`config.mk`:
```
export PLATFORM = sky130hd
export DESIGN_NAME = dual_incremental_pi_motor_drive_top_flat
export DESIGN_NICKNAME = d
export VERILOG_FILES = /design/src/rtl/core/dipmd_pkg.sv /design/src/rtl/core/dipmd_if.sv /design/src/rtl/core/dipmd_axis.sv /design/src/rtl/core/dual_incremental_pi_motor_drive_top.sv /design/src/flat_wrapper.sv
export SDC_FILE = /design/constraint.sdc
export NUM_CORES = 2
export LEC_CHECK = 0
export BUFFER_PORTS_ARGS = -buffer_cell sky130_fd_sc_hd__buf_4
export CORE_UTILIZATION = 56
export DETAILED_ROUTE_END_ITERATION = 8
export HOLD_SLACK_MARGIN = 0.03
export PLACE_DENSITY = 0.7
export SETUP_SLACK_MARGIN = 0.3
export SYNTH_ARGS = -nofsm -noshare
export SYNTH_HDL_FRONTEND = slang
export SYNTH_SLANG_ARGS = --single-unit
```
`constraint.sdc`:
```
create_clock -name clock -period 22.4 [get_ports clock]
set_input_delay 0 -clock clock [delete_from_list [all_inputs] [get_ports clock]]
set_output_delay 0 -clock clock [all_outputs]
set_load 0.005 [all_outputs]
```
`src/rtl/core/dipmd_pkg.sv`:
```
// ----------------------------------------------------------------------------
// dipmd_pkg
// Types and constants of the dual incremental PI motor drive.
// ----------------------------------------------------------------------------
package dipmd_pkg;

   localparam int GAIN_W     = 16;
   localparam int LIMIT_W    = 12;
   localparam int DRIVE_W    = 13;
   localparam int DUTY_W     = 12;
   localparam int CSR_DATA_W = 16;
   localparam int CSR_IDX_W  = 2;

   localparam logic [CSR_IDX_W-1:0] CSR_PROP_GAIN   = 2'd0;
   localparam logic [CSR_IDX_W-1:0] CSR_INTEG_GAIN  = 2'd1;
   localparam logic [CSR_IDX_W-1:0] CSR_DRIVE_LIMIT = 2'd2;

   localparam logic [GAIN_W-1:0]  PROP_GAIN_RESET   = 16'd256;
   localparam logic [GAIN_W-1:0]  INTEG_GAIN_RESET  = 16'd128;
   localparam logic [LIMIT_W-1:0] DRIVE_LIMIT_RESET = 12'd3600;

   typedef struct packed {
      logic [GAIN_W-1:0]  prop;
      logic [GAIN_W-1:0]  integ;
      logic [LIMIT_W-1:0] limit;
   } gains_type;

   typedef struct packed {
      logic signed [DRIVE_W-1:0] drive;
      logic                      forward;
      logic [DUTY_W-1:0]         duty;
   } drive_result_type;

endpackage

```
`src/rtl/core/dipmd_if.sv`:
```
// ----------------------------------------------------------------------------
// dipmd_req_if / dipmd_rsp_if
// Valid/ready channels for speed samples in and drive commands out.
// ----------------------------------------------------------------------------
interface dipmd_req_if #(
   parameter int SPEED_WIDTH = 16
);
   logic                          valid;
   logic                          ready;
   logic signed [SPEED_WIDTH-1:0] target_a;
   logic signed [SPEED_WIDTH-1:0] measured_a;
   logic signed [SPEED_WIDTH-1:0] target_b;
   logic signed [SPEED_WIDTH-1:0] measured_b;

   modport source (output valid, target_a, measured_a, target_b, measured_b, input ready);
   modport sink   (input valid, target_a, measured_a, target_b, measured_b, output ready);
endinterface

interface dipmd_rsp_if;
   logic               valid;
   logic               ready;
   logic signed [12:0] drive_a;
   logic               forward_a;
   logic [11:0]        duty_a;
   logic signed [12:0] drive_b;
   logic               forward_b;
   logic [11:0]        duty_b;

   modport source (output valid, drive_a, forward_a, duty_a, drive_b, forward_b, duty_b,
                   input ready);
   modport sink   (input valid, drive_a, forward_a, duty_a, drive_b, forward_b, duty_b,
                   output ready);
endinterface

```
`src/rtl/core/dipmd_axis.sv`:
```
// ----------------------------------------------------------------------------
// dipmd_axis
// Incremental PI law of one motor with its accumulated drive and last error.
// ----------------------------------------------------------------------------
module dipmd_axis
   import dipmd_pkg::*;
#(
   parameter int SPEED_WIDTH    = 16,
   parameter int GAIN_FRAC_BITS = 8
) (
   input  logic                          clock,
   input  logic                          reset,
   input  logic                          step,
   input  logic signed [SPEED_WIDTH-1:0] target,
   input  logic signed [SPEED_WIDTH-1:0] measured,
   input  gains_type                     gains,
   output drive_result_type              result
);

   localparam int ERR_W  = SPEED_WIDTH + 1;
   localparam int DIFF_W = SPEED_WIDTH + 2;
   localparam int PROD_W = SPEED_WIDTH + 19;
   localparam int SUM_W  = SPEED_WIDTH + 21;

   logic signed [DRIVE_W-1:0] accum_ff;
   logic signed [ERR_W-1:0]   prev_err_ff;

   logic signed [ERR_W-1:0]   err;
   logic signed [DIFF_W-1:0]  diff;
   logic signed [GAIN_W:0]    pg;
   logic signed [GAIN_W:0]    ig;
   logic signed [PROD_W-1:0]  p_prod;
   logic signed [PROD_W-1:0]  i_prod;
   logic signed [SUM_W-1:0]   sum;
   logic signed [SUM_W-1:0]   quo;
   logic signed [SUM_W-1:0]   trunc;
   logic signed [SUM_W-1:0]   lim_pos;
   logic signed [SUM_W-1:0]   clamped;
   logic signed [DRIVE_W-1:0] drive_in;

   always_comb begin
      err     = ERR_W'(target) - ERR_W'(measured);
      diff    = DIFF_W'(err) - DIFF_W'(prev_err_ff);
      pg      = $signed({1'b0, gains.prop});
      ig      = $signed({1'b0, gains.integ});
      p_prod  = PROD_W'(pg) * PROD_W'(err);
      i_prod  = PROD_W'(ig) * PROD_W'(diff);
      sum     = (SUM_W'(accum_ff) <<< GAIN_FRAC_BITS) + SUM_W'(p_prod) + SUM_W'(i_prod);
      quo     = sum >>> GAIN_FRAC_BITS;
      trunc   = quo + $signed(SUM_W'(sum[SUM_W-1] && (|sum[GAIN_FRAC_BITS-1:0])));
      lim_pos = $signed(SUM_W'(gains.limit));
      if (trunc > lim_pos) begin
         clamped = lim_pos;
      end else if (trunc < -lim_pos) begin
         clamped = -lim_pos;
      end else begin
         clamped = trunc;
      end
      drive_in       = DRIVE_W'(clamped);
      result.drive   = drive_in;
      result.forward = !drive_in[DRIVE_W-1] && (|drive_in);
      result.duty    = drive_in[DRIVE_W-1] ? DUTY_W'(-drive_in) : DUTY_W'(drive_in);
   end

   always_ff @(posedge clock) begin
      if (reset) begin
         accum_ff    <= '0;
         prev_err_ff <= '0;
      end else if (step) begin
         accum_ff    <= drive_in;
         prev_err_ff <= err;
      end
   end

endmodule

```
`src/rtl/core/dual_incremental_pi_motor_drive_top.sv`:
```
// ----------------------------------------------------------------------------
// dual_incremental_pi_motor_drive_top
// Two-motor incremental PI speed loop with symmetric drive clamp.
// ----------------------------------------------------------------------------
//   channel   dir  contents
//   req_chan  in   target and measured speed of motors A and B
//   rsp_chan  out  signed drive, direction and duty of motors A and B
//   csr_*     in   prop_gain (0), integ_gain (1), drive_limit (2)
//
// One transaction per cycle unless stalled; registered at input and output.
// The PI update is one pass of two multipliers, an adder and a clamp per motor.
// Synchronous reset clears both motors' drive and error history and restores
// the reset gains and limit.
// A stalled result holds in the output register; the input register keeps
// accepting until both stages are full.
// ----------------------------------------------------------------------------
module dual_incremental_pi_motor_drive_top
   import dipmd_pkg::*;
#(
   parameter int SPEED_WIDTH    = 16,
   parameter int GAIN_FRAC_BITS = 8
) (
   input  logic                  clock,
   input  logic                  reset,
   dipmd_req_if.sink             req_chan,
   dipmd_rsp_if.source           rsp_chan,
   input  logic                  csr_we,
   input  logic [CSR_IDX_W-1:0]  csr_idx,
   input  logic [CSR_DATA_W-1:0] csr_wdata
);

   logic                          in_valid_ff;
   logic                          in_valid_in;
   logic signed [SPEED_WIDTH-1:0] target_a_ff;
   logic signed [SPEED_WIDTH-1:0] measured_a_ff;
   logic signed [SPEED_WIDTH-1:0] target_b_ff;
   logic signed [SPEED_WIDTH-1:0] measured_b_ff;

   logic                          out_valid_ff;
   logic                          out_valid_in;
   drive_result_type              res_a_ff;
   drive_result_type              res_b_ff;
   drive_result_type              res_a;
   drive_result_type              res_b;

   gains_type                     gains_ff;
   logic                          req_accept;
   logic                          advance;

   always_comb begin
      advance        = in_valid_ff && (!out_valid_ff || rsp_chan.ready);
      req_chan.ready = !in_valid_ff || advance;
      req_accept     = req_chan.valid && req_chan.ready;
      in_valid_in    = req_accept || (in_valid_ff && !advance);
      out_valid_in   = advance || (out_valid_ff && !rsp_chan.ready);
   end

   always_ff @(posedge clock) begin
      if (reset) begin
         in_valid_ff  <= 1'b0;
         out_valid_ff <= 1'b0;
      end else begin
         in_valid_ff  <= in_valid_in;
         out_valid_ff <= out_valid_in;
      end
   end

   always_ff @(posedge clock) begin
      if (req_accept) begin
         target_a_ff   <= req_chan.target_a;
         measured_a_ff <= req_chan.measured_a;
         target_b_ff   <= req_chan.target_b;
         measured_b_ff <= req_chan.measured_b;
      end
      if (advance) begin
         res_a_ff <= res_a;
         res_b_ff <= res_b;
      end
   end

   always_ff @(posedge clock) begin
      if (reset) begin
         gains_ff.prop  <= PROP_GAIN_RESET;
         gains_ff.integ <= INTEG_GAIN_RESET;
         gains_ff.limit <= DRIVE_LIMIT_RESET;
      end else if (csr_we) begin
         case (csr_idx)
            CSR_PROP_GAIN:   gains_ff.prop  <= csr_wdata;
            CSR_INTEG_GAIN:  gains_ff.integ <= csr_wdata;
            CSR_DRIVE_LIMIT: gains_ff.limit <= csr_wdata[LIMIT_W-1:0];
            default: begin
            end
         endcase
      end
   end

   dipmd_axis #(
      .SPEED_WIDTH    (SPEED_WIDTH),
      .GAIN_FRAC_BITS (GAIN_FRAC_BITS)
   ) u_axis_a (
      .clock    (clock),
      .reset    (reset),
      .step     (advance),
      .target   (target_a_ff),
      .measured (measured_a_ff),
      .gains    (gains_ff),
      .result   (res_a)
   );

   dipmd_axis #(
      .SPEED_WIDTH    (SPEED_WIDTH),
      .GAIN_FRAC_BITS (GAIN_FRAC_BITS)
   ) u_axis_b (
      .clock    (clock),
      .reset    (reset),
      .step     (advance),
      .target   (target_b_ff),
      .measured (measured_b_ff),
      .gains    (gains_ff),
      .result   (res_b)
   );

   assign rsp_chan.valid     = out_valid_ff;
   assign rsp_chan.drive_a   = res_a_ff.drive;
   assign rsp_chan.forward_a = res_a_ff.forward;
   assign rsp_chan.duty_a    = res_a_ff.duty;
   assign rsp_chan.drive_b   = res_b_ff.drive;
   assign rsp_chan.forward_b = res_b_ff.forward;
   assign rsp_chan.duty_b    = res_b_ff.duty;

endmodule

```
`src/flat_wrapper.sv`:
```
// flat-port wrapper written by rule: the top's interface ports become plain ports
module dual_incremental_pi_motor_drive_top_flat import dipmd_pkg::*;
#(
   parameter int SPEED_WIDTH    = 16,
   parameter int GAIN_FRAC_BITS = 8
)
  (clock, reset, csr_we, csr_idx, csr_wdata, req_chan_valid, req_chan_target_a, req_chan_measured_a, req_chan_target_b, req_chan_measured_b, req_chan_ready, rsp_chan_valid, rsp_chan_drive_a, rsp_chan_forward_a, rsp_chan_duty_a, rsp_chan_drive_b, rsp_chan_forward_b, rsp_chan_duty_b, rsp_chan_ready);
  dipmd_req_if #(.SPEED_WIDTH(SPEED_WIDTH)) req_chan_i ();
  dipmd_rsp_if rsp_chan_i ();
  input  logic clock;
  input  logic reset;
  input  logic csr_we;
  input  logic [CSR_IDX_W-1:0] csr_idx;
  input  logic [CSR_DATA_W-1:0] csr_wdata;
  input wire logic [$bits(req_chan_i.valid)-1:0] req_chan_valid;
  input wire logic [$bits(req_chan_i.target_a)-1:0] req_chan_target_a;
  input wire logic [$bits(req_chan_i.measured_a)-1:0] req_chan_measured_a;
  input wire logic [$bits(req_chan_i.target_b)-1:0] req_chan_target_b;
  input wire logic [$bits(req_chan_i.measured_b)-1:0] req_chan_measured_b;
  output wire logic [$bits(req_chan_i.ready)-1:0] req_chan_ready;
  output wire logic [$bits(rsp_chan_i.valid)-1:0] rsp_chan_valid;
  output wire logic [$bits(rsp_chan_i.drive_a)-1:0] rsp_chan_drive_a;
  output wire logic [$bits(rsp_chan_i.forward_a)-1:0] rsp_chan_forward_a;
  output wire logic [$bits(rsp_chan_i.duty_a)-1:0] rsp_chan_duty_a;
  output wire logic [$bits(rsp_chan_i.drive_b)-1:0] rsp_chan_drive_b;
  output wire logic [$bits(rsp_chan_i.forward_b)-1:0] rsp_chan_forward_b;
  output wire logic [$bits(rsp_chan_i.duty_b)-1:0] rsp_chan_duty_b;
  input wire logic [$bits(rsp_chan_i.ready)-1:0] rsp_chan_ready;
  assign req_chan_i.valid = req_chan_valid;
  assign req_chan_i.target_a = req_chan_target_a;
  assign req_chan_i.measured_a = req_chan_measured_a;
  assign req_chan_i.target_b = req_chan_target_b;
  assign req_chan_i.measured_b = req_chan_measured_b;
  assign req_chan_ready = req_chan_i.ready;
  assign rsp_chan_valid = rsp_chan_i.valid;
  assign rsp_chan_drive_a = rsp_chan_i.drive_a;
  assign rsp_chan_forward_a = rsp_chan_i.forward_a;
  assign rsp_chan_duty_a = rsp_chan_i.duty_a;
  assign rsp_chan_drive_b = rsp_chan_i.drive_b;
  assign rsp_chan_forward_b = rsp_chan_i.forward_b;
  assign rsp_chan_duty_b = rsp_chan_i.duty_b;
  assign rsp_chan_i.ready = rsp_chan_ready;
  dual_incremental_pi_motor_drive_top #(.SPEED_WIDTH(SPEED_WIDTH), .GAIN_FRAC_BITS(GAIN_FRAC_BITS)) u_core (.clock(clock), .reset(reset), .req_chan(req_chan_i), .rsp_chan(rsp_chan_i), .csr_we(csr_we), .csr_idx(csr_idx), .csr_wdata(csr_wdata));
endmodule
```
==> impl_metrics.toml <==
[place]
port_buffers = 140
dpl.hpwl_mm = 128
place_congestion = 0.970

[worst_setup_path]
cp_top_family = "adder cells"
end_kind = "register"
r2r-end = "u_core.rsp_chan.duty_a[10]"
rr_worst_depth = 71
path_class = "reg2reg"
worstSetupStartpointType = "register"
cp_max_fo = 21
cp_slowest_cell = "nor4b_1"
r2r_start = "u_core.measured_a_ff[0]"
rrSetupSlack_ns = 3.34
crit_top_cell = "fa_1"
arrival_ns = 19.42
worstPathRequired_ns = 22.76
cpPeakStageDelay_ns = 0.76
crit_buf_inv = 9

[synth]
yosys.area.top_type = "fa_1"
synth_seq_cells = 220
ys_async_sr_fraction_pct = 0
synth_area_leaders = "fa_1 (40%), ha_1 (12%), inv_1 (9.6%)"
synth-edff-count = 114
yosys_warnings = 0
yosysSeqAreaShare_pct = 9.53
synthesis.instances = 6479
synth.cell_area_um2 = 58200
ys.flop_type = "edfxtp_1"
synth_top_cell_area_share_pct = 40.1
synth_nets = 8269
yosys.cell_types.count = 99
avgSynthCellArea_um2 = 8.98

[clock_tree]
clk_pin_slew_ns = 0.06
cts_root_buffer = "clkbuf_16"
cts_buffers = 30
cts_tree = "yes"
ctsLongestPathBuffers = 3
cts_resized = 0
clock_sinks = 220
insertion_delay_ns = 0.63
h-tree-depth = 1

[timing]
fin_skew_ns = 0.0259
slew_viol_final = 0
rsz0062_at_grt = "false"
clock.fmax_mhz = 52.5
hold_violations = 0
min_period_ns = 19.06
finalSetupViolCount = 0
fin_crit_sh_pct = 85.1
slew-limit-headroom_pct = 15.2
final.setup.tns_ns = 0
tightest_slew_ns = 1.27

[hold_path]
hold_end = "u_core.target_a_ff[2]"
hold_start = "req_chan_target_a[2]"
hold_class = "in2reg"
worst_hold_path.num_cells = 2

[drt]
drc = 0
ant_nets = 0
drtPass1Iterations = 5
drt-total-wl_mm = 158
viasPerCell = 5.52
vias = 44000
drt_iter0_markers = 3344
routedWlPerCell_um = 19.8

[layout]
drive_gt1_share_pct = 5.59
fill_cells = 8680
n_antenna_cell = 0
num-nets-final = 8365
regArea_um2 = 5550
mostFrequentLayoutCell = "inv_1"
area_delta_synth_final_pct = 7.75
layout_common_cells = "inv_1 (1480), fa_1 (1164), nand2_1 (764)"
multi_input_area_um2 = 46000

[status]
outcome = "complete, no violations"

[floorplan]
core_um2 = 102000
die_w_um = 324
dieHeight_um = 324
rows = 117
num_io_pins = 141
dieArea_um2 = 105000
start_util_pct = 56.8

[global_routing]
track_usage_pct = 31.0
grt_max_degree = 65
grt_overflow_total = 0
grt_pass1_wl_mm = 257
grt_pass1_vias = 46100
antenna_found_initial = 4

[flow_run]
drv_cap = 0
==> cells in the mapped netlist (63+ instances only) <==
library cell / instances
and2_1: 537
a21oi_1: 220
edfxtp_1: 114
xnor2_1: 128
xor2_1: 66
nor2b_1: 120
fa_1: 1164
dfxtp_1: 106
inv_1: 1481
nand2_1: 764
a21o_1: 63
o21ai_0: 102
clkbuf_1: 263
ha_1: 539
nor2_1: 183
==> timing repair <==
item	in CTS	in global routing
hold buffers	99	0
endpoints found under the hold margin	135	0
setup buffers	0	0
==> worst max-delay path by stage <==
| stage | endpoint | cells after the start | startpoint |
|---|---|---|---|
| 3_3_place_gp | u_core.rsp_chan.duty_a[10] | 71 | u_core.measured_a_ff[0] |
| 6_report | u_core.rsp_chan.duty_a[10] | 71 | u_core.measured_a_ff[0] |
| 4_1_cts | u_core.rsp_chan.duty_a[10] | 71 | u_core.measured_a_ff[0] |
| 2_1_floorplan | u_core.rsp_chan.duty_b[10] | 77 | u_core.measured_b_ff[1] |
| 3_5_place_dp | u_core.rsp_chan.duty_a[10] | 71 | u_core.measured_a_ff[0] |
| 5_1_grt | u_core.rsp_chan.duty_a[10] | 71 | u_core.measured_a_ff[0] |
==> through the flow <==
stage	util (%)	hold slack, ns	cell area (um2)	instances	worst slack (ns)
CTS	61.3	0.0656	62700	7967	3.63
finish	61.3	0.110	62700	7967	3.34
floorplan	-	0.0989	58200	6479	5.31
global route	61.3	0.0986	62700	7967	2.04
detailed placement	59.3	0.179	60700	7812	3.74
global placement	59.3	0.179	60700	7812	4.23
==> cell type report <==
class / count / area share [%]
clock buffer: 34 / 1.22
clock inverter: 22 / 0.371
inverter: 1482 / 8.88
multi-input combinational: 4499 / 73.5
sequential: 220 / 8.85
tap: 1368 / 2.73
timing repair buffer: 342 / 4.49
==> logic make-up after synthesis <==
logic type,after synthesis,synth area share [%]
fa+ha+maj,1703,51.7
xor+xnor,195,2.95
simple gates,1930,16.7
mux,26,0.456
compound gates,645,7.24
buf+inv,1760,11.4
flops,220,9.53
==> worst reg2reg max path: cells and delay by family, from the launching register on <==
| kind | cells | cell delay [ns] |
|---|---|---|
| AOI/OAI and AO/OA | 27 | 5.93 |
| xor gates and xnor gates | 4 | 0.87 |
| adders and majority gates | 15 | 6.23 |
| buffers and inverters | 9 | 1.35 |
| DFF | 1 | 0.36 |
| and+or+nand+nor | 16 | 4.08 |
==> per-layer routing <==
layer | track usage [%] | up-vias | routed length [um]
met4 | 8.87 | 2 | 5130
li1 | - | 19900 | -
met2 | 47.2 | 1604 | 69600
met3 | 5.94 | 254 | 13800
met1 | 45.2 | 22200 | 69600
met5 | 0 | - | 17
==> state kept, by name, summed over array words and instances (netlist names), 12 cells and up <==
register and flops:
u_core.rsp_chan.duty_a 12, u_core.gains_ff 44, u_core.measured_b_ff 16, u_core.u_axis_a.prev_err_ff 17
u_core.target_a_ff 16, u_core.target_b_ff 16, u_core.rsp_chan.duty_b 12, u_core.measured_a_ff 16
u_core.u_axis_b.accum_ff 13, u_core.rsp_chan.drive_b 12, u_core.u_axis_b.prev_err_ff 17, u_core.rsp_chan.drive_a 12
u_core.u_axis_a.accum_ff 13
Power is not shown: default switching activity piles up to over one toggle a cycle in this logic, so the estimate is an artifact.
